<file path="config.mk">
export PLATFORM = sky130hd
export DESIGN_NAME = named_entity_to_utf8_decoder
export DESIGN_NICKNAME = d
export VERILOG_FILES = /design/src/rtl/netu_pkg.sv /design/src/rtl/named_entity_to_utf8_decoder.sv /design/src/rtl/netu_front.sv /design/src/rtl/netu_queue.sv /design/src/rtl/netu_back.sv
export SDC_FILE = /design/constraint.sdc
export NUM_CORES = 1
export LEC_CHECK = 0
export BUFFER_PORTS_ARGS = -buffer_cell sky130_fd_sc_hd__buf_2
export CAP_MARGIN = 20
export CELL_PAD_IN_SITES_DETAIL_PLACEMENT = 1
export CELL_PAD_IN_SITES_GLOBAL_PLACEMENT = 1
export CORE_MARGIN = 5
export CORE_UTILIZATION = 35
export CTS_BUF_LIST = sky130_fd_sc_hd__clkbuf_16
export DETAILED_ROUTE_END_ITERATION = 16
export PLACE_DENSITY_LB_ADDON = 0.1
export SYNTH_ARGS = -nofsm -noshare
export SYNTH_HDL_FRONTEND = slang
export SYNTH_SLANG_ARGS = --single-unit
</file>
<file path="constraint.sdc">
create_clock -name clk -period 13.4 [get_ports clk]
set_clock_uncertainty 0.2 [all_clocks]
set_input_delay 2.68 -clock clk [delete_from_list [all_inputs] [get_ports clk]]
set_output_delay 2.68 -clock clk [all_outputs]
set_load 0.02 [all_outputs]
</file>
<file path="src/rtl/netu_pkg.sv">
`default_nettype none
package netu_pkg;
  localparam int MAX_NAME_LEN = 10;
  localparam int TABLE_ENTRIES = 126;
  localparam int LEN_W = 4;
  localparam int NAME_W = 8 * MAX_NAME_LEN;
  localparam logic [7:0] CH_SEMI = 8'h3B;
  localparam logic [7:0] CH_AMP = 8'h26;

  // kinds of work handed from front to back
  localparam logic [1:0] OP_BYTE = 2'd0;  // emit one byte
  localparam logic [1:0] OP_FLUSH = 2'd1; // emit '&' + name, then optional tail byte
  localparam logic [1:0] OP_UTF8 = 2'd2;  // emit code point

  typedef struct packed {
    logic [1:0] op;
    logic [7:0] tail;        // byte following a literal flush, or the single byte
    logic tail_en;
    logic [LEN_W-1:0] len;
    logic [NAME_W-1:0] name;
    logic [15:0] cp;
  } job_t;

  typedef struct packed {
    logic [8*MAX_NAME_LEN-1:0] nm;
    logic [LEN_W-1:0] len;
    logic [15:0] cp;
  } sym_t;

  function automatic sym_t mk(input string s, input logic [15:0] cp);
    sym_t r;
    r.nm = '0;
    r.len = LEN_W'(s.len());
    r.cp = cp;
    for (int i = 0; i < MAX_NAME_LEN; i++)
      if (i < s.len()) r.nm[8*i +: 8] = s[i];
    return r;
  endfunction

  function automatic sym_t sym_rom(input logic [6:0] idx);
    sym_t r;
    unique case (idx)
      7'd0: r = mk("Alpha",16'h391); 7'd1: r = mk("Beta",16'h392);
      7'd2: r = mk("Gamma",16'h393); 7'd3: r = mk("Delta",16'h394);
      7'd4: r = mk("Epsilon",16'h395); 7'd5: r = mk("Zeta",16'h396);
      7'd6: r = mk("Eta",16'h397); 7'd7: r = mk("Theta",16'h398);
      7'd8: r = mk("Iota",16'h399); 7'd9: r = mk("Kappa",16'h39A);
      7'd10: r = mk("Lambda",16'h39B); 7'd11: r = mk("Mu",16'h39C);
      7'd12: r = mk("Nu",16'h39D); 7'd13: r = mk("Xi",16'h39E);
      7'd14: r = mk("Omicron",16'h39F); 7'd15: r = mk("Pi",16'h3A0);
      7'd16: r = mk("Rho",16'h3A1); 7'd17: r = mk("Sigma",16'h3A3);
      7'd18: r = mk("Tau",16'h3A4); 7'd19: r = mk("Upsilon",16'h3A5);
      7'd20: r = mk("Phi",16'h3A6); 7'd21: r = mk("Chi",16'h3A7);
      7'd22: r = mk("Psi",16'h3A8); 7'd23: r = mk("Omega",16'h3A9);
      7'd24: r = mk("alpha",16'h3B1); 7'd25: r = mk("beta",16'h3B2);
      7'd26: r = mk("gamma",16'h3B3); 7'd27: r = mk("delta",16'h3B4);
      7'd28: r = mk("epsilon",16'h3B5); 7'd29: r = mk("varepsilon",16'h3F5);
      7'd30: r = mk("zeta",16'h3B6); 7'd31: r = mk("eta",16'h3B7);
      7'd32: r = mk("theta",16'h3B8); 7'd33: r = mk("thetasym",16'h3D1);
      7'd34: r = mk("iota",16'h3B9); 7'd35: r = mk("kappa",16'h3BA);
      7'd36: r = mk("varkappa",16'h3F0); 7'd37: r = mk("lambda",16'h3BB);
      7'd38: r = mk("mu",16'h3BC); 7'd39: r = mk("nu",16'h3BD);
      7'd40: r = mk("xi",16'h3BE); 7'd41: r = mk("omicron",16'h3BF);
      7'd42: r = mk("pi",16'h3C0); 7'd43: r = mk("rho",16'h3C1);
      7'd44: r = mk("varrho",16'h3F1); 7'd45: r = mk("sigma",16'h3C3);
      7'd46: r = mk("sigmaf",16'h3C2); 7'd47: r = mk("tau",16'h3C4);
      7'd48: r = mk("upsilon",16'h3C5); 7'd49: r = mk("phi",16'h3C6);
      7'd50: r = mk("chi",16'h3C7); 7'd51: r = mk("psi",16'h3C8);
      7'd52: r = mk("omega",16'h3C9); 7'd53: r = mk("alefsym",16'h2135);
      7'd54: r = mk("and",16'h2227); 7'd55: r = mk("ang",16'h2220);
      7'd56: r = mk("asymp",16'h2248); 7'd57: r = mk("cap",16'h2229);
      7'd58: r = mk("cong",16'h2245); 7'd59: r = mk("cup",16'h222A);
      7'd60: r = mk("deg",16'hB0); 7'd61: r = mk("divide",16'hF7);
      7'd62: r = mk("empty",16'h2205); 7'd63: r = mk("equiv",16'h2261);
      7'd64: r = mk("exist",16'h2203); 7'd65: r = mk("fnof",16'h192);
      7'd66: r = mk("forall",16'h2200); 7'd67: r = mk("ge",16'h2265);
      7'd68: r = mk("image",16'h2111); 7'd69: r = mk("infin",16'h221E);
      7'd70: r = mk("int",16'h222B); 7'd71: r = mk("isin",16'h2208);
      7'd72: r = mk("lArr",16'h21D0); 7'd73: r = mk("lang",16'h2329);
      7'd74: r = mk("larr",16'h2190); 7'd75: r = mk("le",16'h2264);
      7'd76: r = mk("lfloor",16'h230A); 7'd77: r = mk("micro",16'hB5);
      7'd78: r = mk("middot",16'hB7); 7'd79: r = mk("minus",16'h2212);
      7'd80: r = mk("nabla",16'h2207); 7'd81: r = mk("ne",16'h2260);
      7'd82: r = mk("ni",16'h220B); 7'd83: r = mk("not",16'hAC);
      7'd84: r = mk("notin",16'h2209); 7'd85: r = mk("nsub",16'h2284);
      7'd86: r = mk("oplus",16'h2295); 7'd87: r = mk("or",16'h2228);
      7'd88: r = mk("otimes",16'h2297); 7'd89: r = mk("part",16'h2202);
      7'd90: r = mk("permil",16'h2030); 7'd91: r = mk("perp",16'h22A5);
      7'd92: r = mk("piv",16'h3D6); 7'd93: r = mk("plusmn",16'hB1);
      7'd94: r = mk("prod",16'h220F); 7'd95: r = mk("prop",16'h221D);
      7'd96: r = mk("rArr",16'h21D2); 7'd97: r = mk("radic",16'h221A);
      7'd98: r = mk("rang",16'h232A); 7'd99: r = mk("rarr",16'h2192);
      7'd100: r = mk("rceil",16'h2309); 7'd101: r = mk("real",16'h211C);
      7'd102: r = mk("rfloor",16'h230B); 7'd103: r = mk("sdot",16'h22C5);
      7'd104: r = mk("sim",16'h223C); 7'd105: r = mk("sub",16'h2282);
      7'd106: r = mk("sube",16'h2286); 7'd107: r = mk("sum",16'h2211);
      7'd108: r = mk("sup",16'h2283); 7'd109: r = mk("there4",16'h2234);
      7'd110: r = mk("times",16'hD7); 7'd111: r = mk("weierp",16'h2118);
      7'd112: r = mk("bull",16'h2022); 7'd113: r = mk("cent",16'hA2);
      7'd114: r = mk("circ",16'h2C6); 7'd115: r = mk("copy",16'hA9);
      7'd116: r = mk("curren",16'hA4); 7'd117: r = mk("Dagger",16'h2021);
      7'd118: r = mk("dagger",16'h2020); 7'd119: r = mk("euro",16'h20AC);
      7'd120: r = mk("hellip",16'h2026); 7'd121: r = mk("pound",16'hA3);
      7'd122: r = mk("reg",16'hAE); 7'd123: r = mk("sect",16'hA7);
      7'd124: r = mk("trade",16'h2122); 7'd125: r = mk("yen",16'hA5);
      default: r = '0;
    endcase
    return r;
  endfunction
endpackage
`default_nettype wire

</file>
<file path="src/rtl/named_entity_to_utf8_decoder.sv">
`default_nettype none
// Text byte stream in, UTF-8 out, with named entities "&name;" replaced from a
// 126-entry symbol ROM. Input takes one byte per cycle while in_full is low; a
// byte that emits one result is registered in the job queue before it reaches
// the output. Flushes and code points emit several bytes from the emitter, one
// per cycle while out_pop is high; a two-entry job queue between classifier
// and emitter absorbs that, and in_full rises only while the queue is full.
module named_entity_to_utf8_decoder import netu_pkg::*; (
  input  wire logic       clk,
  input  wire logic       rst_n,
  input  wire logic       in_push,
  output logic            in_full,
  input  wire logic [7:0] in_text_byte,
  input  wire logic       in_end_of_text,
  output logic            out_empty,
  input  wire logic       out_pop,
  output logic [7:0]      out_out_byte,
  output logic            out_last_of_run
);
  logic fv, fr, qv, qt;
  job_t fj, qj;

  netu_front u_front (
    .clk, .rst_n, .in_push, .in_full, .in_text_byte, .in_end_of_text,
    .job_valid(fv), .job(fj), .job_ready(fr)
  );
  netu_queue u_queue (
    .clk, .rst_n, .wr_valid(fv), .wr_job(fj), .wr_ready(fr),
    .rd_valid(qv), .rd_job(qj), .rd_take(qt)
  );
  netu_back u_back (
    .clk, .rst_n, .job_valid(qv), .job(qj), .job_take(qt),
    .out_empty, .out_pop, .out_out_byte, .out_last_of_run
  );
endmodule
`default_nettype wire

</file>
<file path="src/rtl/netu_front.sv">
`default_nettype none
module netu_front import netu_pkg::*; (
  input  wire logic       clk,
  input  wire logic       rst_n,
  input  wire logic       in_push,
  output logic            in_full,
  input  wire logic [7:0] in_text_byte,
  input  wire logic       in_end_of_text,
  output logic            job_valid,
  output job_t            job,
  input  wire logic       job_ready
);
  logic in_entity_r, in_entity_nxt;
  logic [LEN_W-1:0] len_r, len_nxt;
  logic [NAME_W-1:0] name_r, name_nxt;
  logic [15:0] cp;
  logic hit;
  logic take;

  // match the buffered name against every ROM entry in parallel
  always_comb begin
    sym_t s;
    hit = 1'b0;
    cp = '0;
    for (int e = 0; e < TABLE_ENTRIES; e++) begin
      s = sym_rom(7'(e));
      if (s.len == len_r && s.nm == name_r) begin
        hit = 1'b1;
        cp = s.cp;
      end
    end
  end

  assign in_full = !job_ready;
  assign take = in_push && job_ready;

  // classify the item and advance the entity buffer
  always_comb begin
    in_entity_nxt = in_entity_r;
    len_nxt = len_r;
    name_nxt = name_r;
    job_valid = 1'b0;
    job = '0;
    job.len = len_r;
    job.name = name_r;
    job.cp = cp;
    job.tail = in_text_byte;
    if (take) begin
      priority if (in_end_of_text) begin
        if (in_entity_r) begin
          job_valid = 1'b1; job.op = OP_FLUSH;
        end
        in_entity_nxt = 1'b0; len_nxt = '0;
      end else if (in_text_byte == CH_AMP) begin
        if (in_entity_r) begin
          job_valid = 1'b1; job.op = OP_FLUSH;
        end
        // start a fresh name; bytes past the length must read as zero for the match
        in_entity_nxt = 1'b1; len_nxt = '0; name_nxt = '0;
      end else if (!in_entity_r) begin
        job_valid = 1'b1; job.op = OP_BYTE;
      end else if (in_text_byte == CH_SEMI) begin
        job_valid = 1'b1;
        if (hit) job.op = OP_UTF8;
        else begin
          job.op = OP_FLUSH; job.tail_en = 1'b1;
        end
        in_entity_nxt = 1'b0; len_nxt = '0;
      end else if (len_r < LEN_W'(MAX_NAME_LEN)) begin
        name_nxt[8*len_r +: 8] = in_text_byte;
        len_nxt = len_r + 1'b1;
      end else begin
        job_valid = 1'b1; job.op = OP_FLUSH; job.tail_en = 1'b1;
        in_entity_nxt = 1'b0; len_nxt = '0;
      end
    end
  end

  always_ff @(posedge clk) begin
    if (!rst_n) begin
      in_entity_r <= 1'b0;
      len_r <= '0;
      name_r <= '0;
    end else begin
      in_entity_r <= in_entity_nxt;
      len_r <= len_nxt;
      name_r <= name_nxt;
    end
  end
endmodule
`default_nettype wire

</file>
<file path="src/rtl/netu_queue.sv">
`default_nettype none
module netu_queue import netu_pkg::*; (
  input  wire logic clk,
  input  wire logic rst_n,
  input  wire logic wr_valid,
  input  wire job_t wr_job,
  output logic      wr_ready,
  output logic      rd_valid,
  output job_t      rd_job,
  input  wire logic rd_take
);
  job_t q_r [2];
  logic [1:0] cnt_r;
  logic wp_r, rp_r;
  logic wr, rd;

  assign wr_ready = cnt_r != 2'd2;
  assign rd_valid = cnt_r != 2'd0;
  assign rd_job = q_r[rp_r];
  assign wr = wr_valid && wr_ready;
  assign rd = rd_take && rd_valid;

  // two-entry queue between classifier and emitter
  always_ff @(posedge clk) begin
    if (wr) q_r[wp_r] <= wr_job;
    if (!rst_n) begin
      cnt_r <= '0; wp_r <= 1'b0; rp_r <= 1'b0;
    end else begin
      if (wr) wp_r <= !wp_r;
      if (rd) rp_r <= !rp_r;
      cnt_r <= cnt_r + {1'b0, wr} - {1'b0, rd};
    end
  end
endmodule
`default_nettype wire

</file>
<file path="src/rtl/netu_back.sv">
`default_nettype none
module netu_back import netu_pkg::*; (
  input  wire logic clk,
  input  wire logic rst_n,
  input  wire logic job_valid,
  input  wire job_t job,
  output logic      job_take,
  output logic       out_empty,
  input  wire logic  out_pop,
  output logic [7:0] out_out_byte,
  output logic       out_last_of_run
);
  // step 0 is '&', steps 1..len the name, step len+1 the tail
  logic [LEN_W:0] step_r;
  logic [7:0] b;
  logic last;
  logic [15:0] cp;
  logic three;

  assign cp = job.cp;
  assign three = cp >= 16'h800;

  always_comb begin
    b = job.tail;
    last = 1'b1;
    unique case (job.op)
      OP_FLUSH: begin
        if (step_r == '0) b = CH_AMP;
        else if (step_r <= {1'b0, job.len}) b = job.name[8*step_r[LEN_W-1:0]-8 +: 8];
        last = job.tail_en ? (step_r == {1'b0, job.len} + 1'b1)
                           : (step_r == {1'b0, job.len});
      end
      OP_UTF8: begin
        if (three) begin
          unique case (step_r[1:0])
            2'd0: b = {4'hE, cp[15:12]};
            2'd1: b = {2'b10, cp[11:6]};
            default: b = {2'b10, cp[5:0]};
          endcase
          last = step_r[1:0] == 2'd2;
        end else begin
          b = step_r[0] ? {2'b10, cp[5:0]} : {3'b110, cp[10:6]};
          last = step_r[0];
        end
      end
      default: begin
        b = job.tail; last = 1'b1;
      end
    endcase
  end

  assign out_empty = !job_valid;
  assign out_out_byte = b;
  assign out_last_of_run = last;
  assign job_take = job_valid && out_pop && last;

  // advance through the bytes of the current job
  always_ff @(posedge clk) begin
    if (!rst_n) step_r <= '0;
    else if (job_valid && out_pop) step_r <= last ? '0 : step_r + 1'b1;
  end
endmodule
`default_nettype wire
</file>
==> reports/results.txt <==
port bufs = 23
die span in x = 233 µm
total track usage = 32.7%
clk sink count = 307
DR WL/cell = 37.5 µm
H-tree Lvls = 1
die area = 54100 µm²
Worst slew margin = 20.5%
Initial Utilization = 35.4%
Worst Setup End Kind = primary output
top cells by area, synth = edfxtp_1 37%, dfxtp_1 11%, mux4_2 5.5%
period utilization = 53.4%
worst-margin pin slew = 1.19 ns
first-pass GRT wire length = 125000 µm
grt ovf = 0
critical path's largest stage delay = 0.55 ns
Fmax = 140 MHz
max cap viols = 0
CP startpoint kind = flop
Worst-Skew Late Latency = 0.56 ns
clock buffer depth = 3
crit-path cells = buf_4 > inv_1 > ha_1 > xor2_2 > buf_4 > mux2i_1 > o22ai_1 > a221o_1 > a221oi_1 > nor2_1 > buf_2
register area share after synthesis = 47.7%
Routed Antenna Nets = 0
share of layout cells above drive strength 1 = 12.6%
top-area cell type share of the netlist area = 36.7%
Filler cells = 5474
largest net degree at the start of global routing = 70
CP arrival = 4.28 ns
fin crit period = 7.16 ns
Hold Vio Cnt, Final = 0
number of flops mapped to enable cells by yosys = 212
Synth area leader = edfxtp_1
Primary FF master, synth = edfxtp_1
GPL Wtd Cong = 0.994
Post-CTS Hold Buffers = 0
setup_tns = 0 ns
vias = 15600
Die H = 233 µm
antenna violations before repair = 2
average size of a mapped cell = 10.2 µm²
Post-synth ARST share = 0%
HP Class = reg2reg
Syn-to-layout area delta = 11.4%
Worst EP required = 10.52 ns
pwr/cell area = 124 nW/µm²
Syn Nets = 1728
post-CTS setup buffers = 0
Final WS setup = 6.24 ns
maximum vdd drop = 93.1 µV
CORE AREA = 49000 µm²
I/O pins = 24
leakage power = 6.00 nW
CTS tree = yes
post-layout util = 39.5%
DRC = 0
number of vias per cell = 6.52
synthesized area = 17300 µm²
worst-path maximum fanout = 47
DRT Wirelength = 89800 µm
initial DRC count = 1550
synthesized flop and latch total = 307
YS warnings = 0
RSZ-0062 raised after global routing = false
Final setup violation count = 0
Mapped Cells = 1696
CP max-delay cell = buf_4
status = finished clean
r2r setup slk = 7.65 ns
Pre-antenna DRT Iters = 5
clock slew at reported path FFs = 0.07 ns
CTS Buf Count = 28
root buffer cell = clkbuf_16
Layout Nets = 1737
hpwl dp = 69800 µm
vias in the first global route = 16000
num rows = 81
# resized after CTS = 0
Unique masters post-synth = 85
kind of critical path = reg2out
max-slew violations = 0
Place WS = 6.06 ns
crit-path most repeated cell = buf_4
==> where the power goes <==
part | internal, mW | leakage [nW] | switching (mW)
registers | 1.07 | 2.70 | 0.0291
logic | 0.195 | 2.83 | 0.327
clock network | 0.429 | 0.462 | 0.346
==> area by class of cell <==
cell class              count  area, µm²  share of cell area [%]
well taps                 664        831                    4.30
inverters                  28        105                   0.544
diodes                      1       2.50                  0.0129
multi-input cells        1255       8660                    44.8
flip-flops and latches    307       8270                    42.8
repair buffers             85        579                    3.00
clock buffers              29        726                    3.75
clock inverters            23        156                   0.809
==> critical path: cells and delay by family, from the launching register on <==
kind	cells	cell delay, ns
adder cells (fa/ha/maj)	1	0.41
AND/OR/NAND/NOR	1	0.06
buffers and inverters	4	1.35
multiplexers	1	0.47
flip-flops	1	0.31
AO/OA/AOI/OAI	3	0.95
XOR/XNOR	1	0.16
==> through the flow <==
step / cell area, µm² / hold WS [ns] / instances / power (mW)
finish: 19300 / 0.324 / 2392 / 2.39
global route: 19300 / 0.332 / 2391 / 2.49
CTS: 19300 / 0.316 / 2386 / 2.41
detailed placement: 18400 / 0.311 / 2334 / 1.64
global placement: 18400 / 0.304 / 2332 / 1.63
floorplan: 17300 / 0.220 / 1696 / 1.46
==> cell usage after synthesis (all sizes together), types with 6 or more instances <==
cell type	count
a21boi	20
a21oi	32
a22oi	55
a31oi	14
a32oi	13
and2	26
and3	18
and4	8
and4b	9
buf	29
clkbuf	77
dfxtp	95
edfxtp	212
ha	19
inv	28
mux2i	27
mux4	42
nand2	153
nand2b	8
nand3	108
nand3b	6
nand4	100
nand4b	9
nor2	123
nor2b	91
nor3	62
nor3b	8
nor4	87
nor4b	18
nor4bb	18
o2111ai	10
o211ai	6
o21ai	36
o22ai	15
or2	6
or3	9
or4	18
xnor2	9
xor2	9
==> cells by family (layout without fill, tap and decap cells) <==
| family | count (synthesis) | after routing | synth area share [%] |
|---|---|---|---|
| and+or+nand+nor | 897 | 897 | 29.4 |
| DFF | 307 | 307 | 47.7 |
| AOI/OAI and AO/OA | 247 | 247 | 10.3 |
| buffers and inverters | 134 | 165 | 3.09 |
| muxes | 74 | 74 | 7.34 |
| adders and majority gates | 19 | 19 | 1.37 |
| xor gates and xnor gates | 18 | 18 | 0.909 |
| other | 0 | 1 | 0 |
==> path summary, 6_finish.rpt <==
check             cells past startpoint                  end               start
setup reg to reg                     12  u_queue.q_r[0][109]    u_front.len_r[0]
hold / removal                        0   u_queue.q_r[0][88]  u_front.name_r[72]
hold reg to reg                       0   u_queue.q_r[0][88]  u_front.name_r[72]
setup / recovery                     11      out_out_byte[1]    u_back.step_r[0]
==> flip-flops by register name, summed over array words and instances (netlist names), named ones only <==
register and flops:
u_back.step_r 5, u_front.in_entity_r 1, u_front.len_r 4, u_front.name_r 80
u_queue.cnt_r 2, u_queue.q_r 212, u_queue.rp_r 1, u_queue.wp_r 1
==> layer usage <==
layer	GRT usage, %	vias to the layer above	routed length (µm)
li1	-	6650	-
met1	39.4	7945	34700
met2	54.5	750	42200
met3	4.49	253	5280
met4	21.5	0	7630
met5	0	-	0
==> cells in the final DEF, fill, tap and decap left out, types with 18 or more instances in the layout <==
cell type,instances
nor3_1,60
a21boi_0,20
mux4_2,42
o21ai_0,27
nor2b_1,90
nor4_1,74
buf_2,26
nor2_1,122
edfxtp_1,212
a22oi_1,55
a21oi_1,31
clkbuf_16,29
ha_1,19
nand2_1,152
and3_1,18
nand4_1,99
nand3_1,108
mux2i_1,27
inv_1,36
buf_4,56
and2_1,25
dfxtp_1,93
Power figures use the tool's default switching activity.
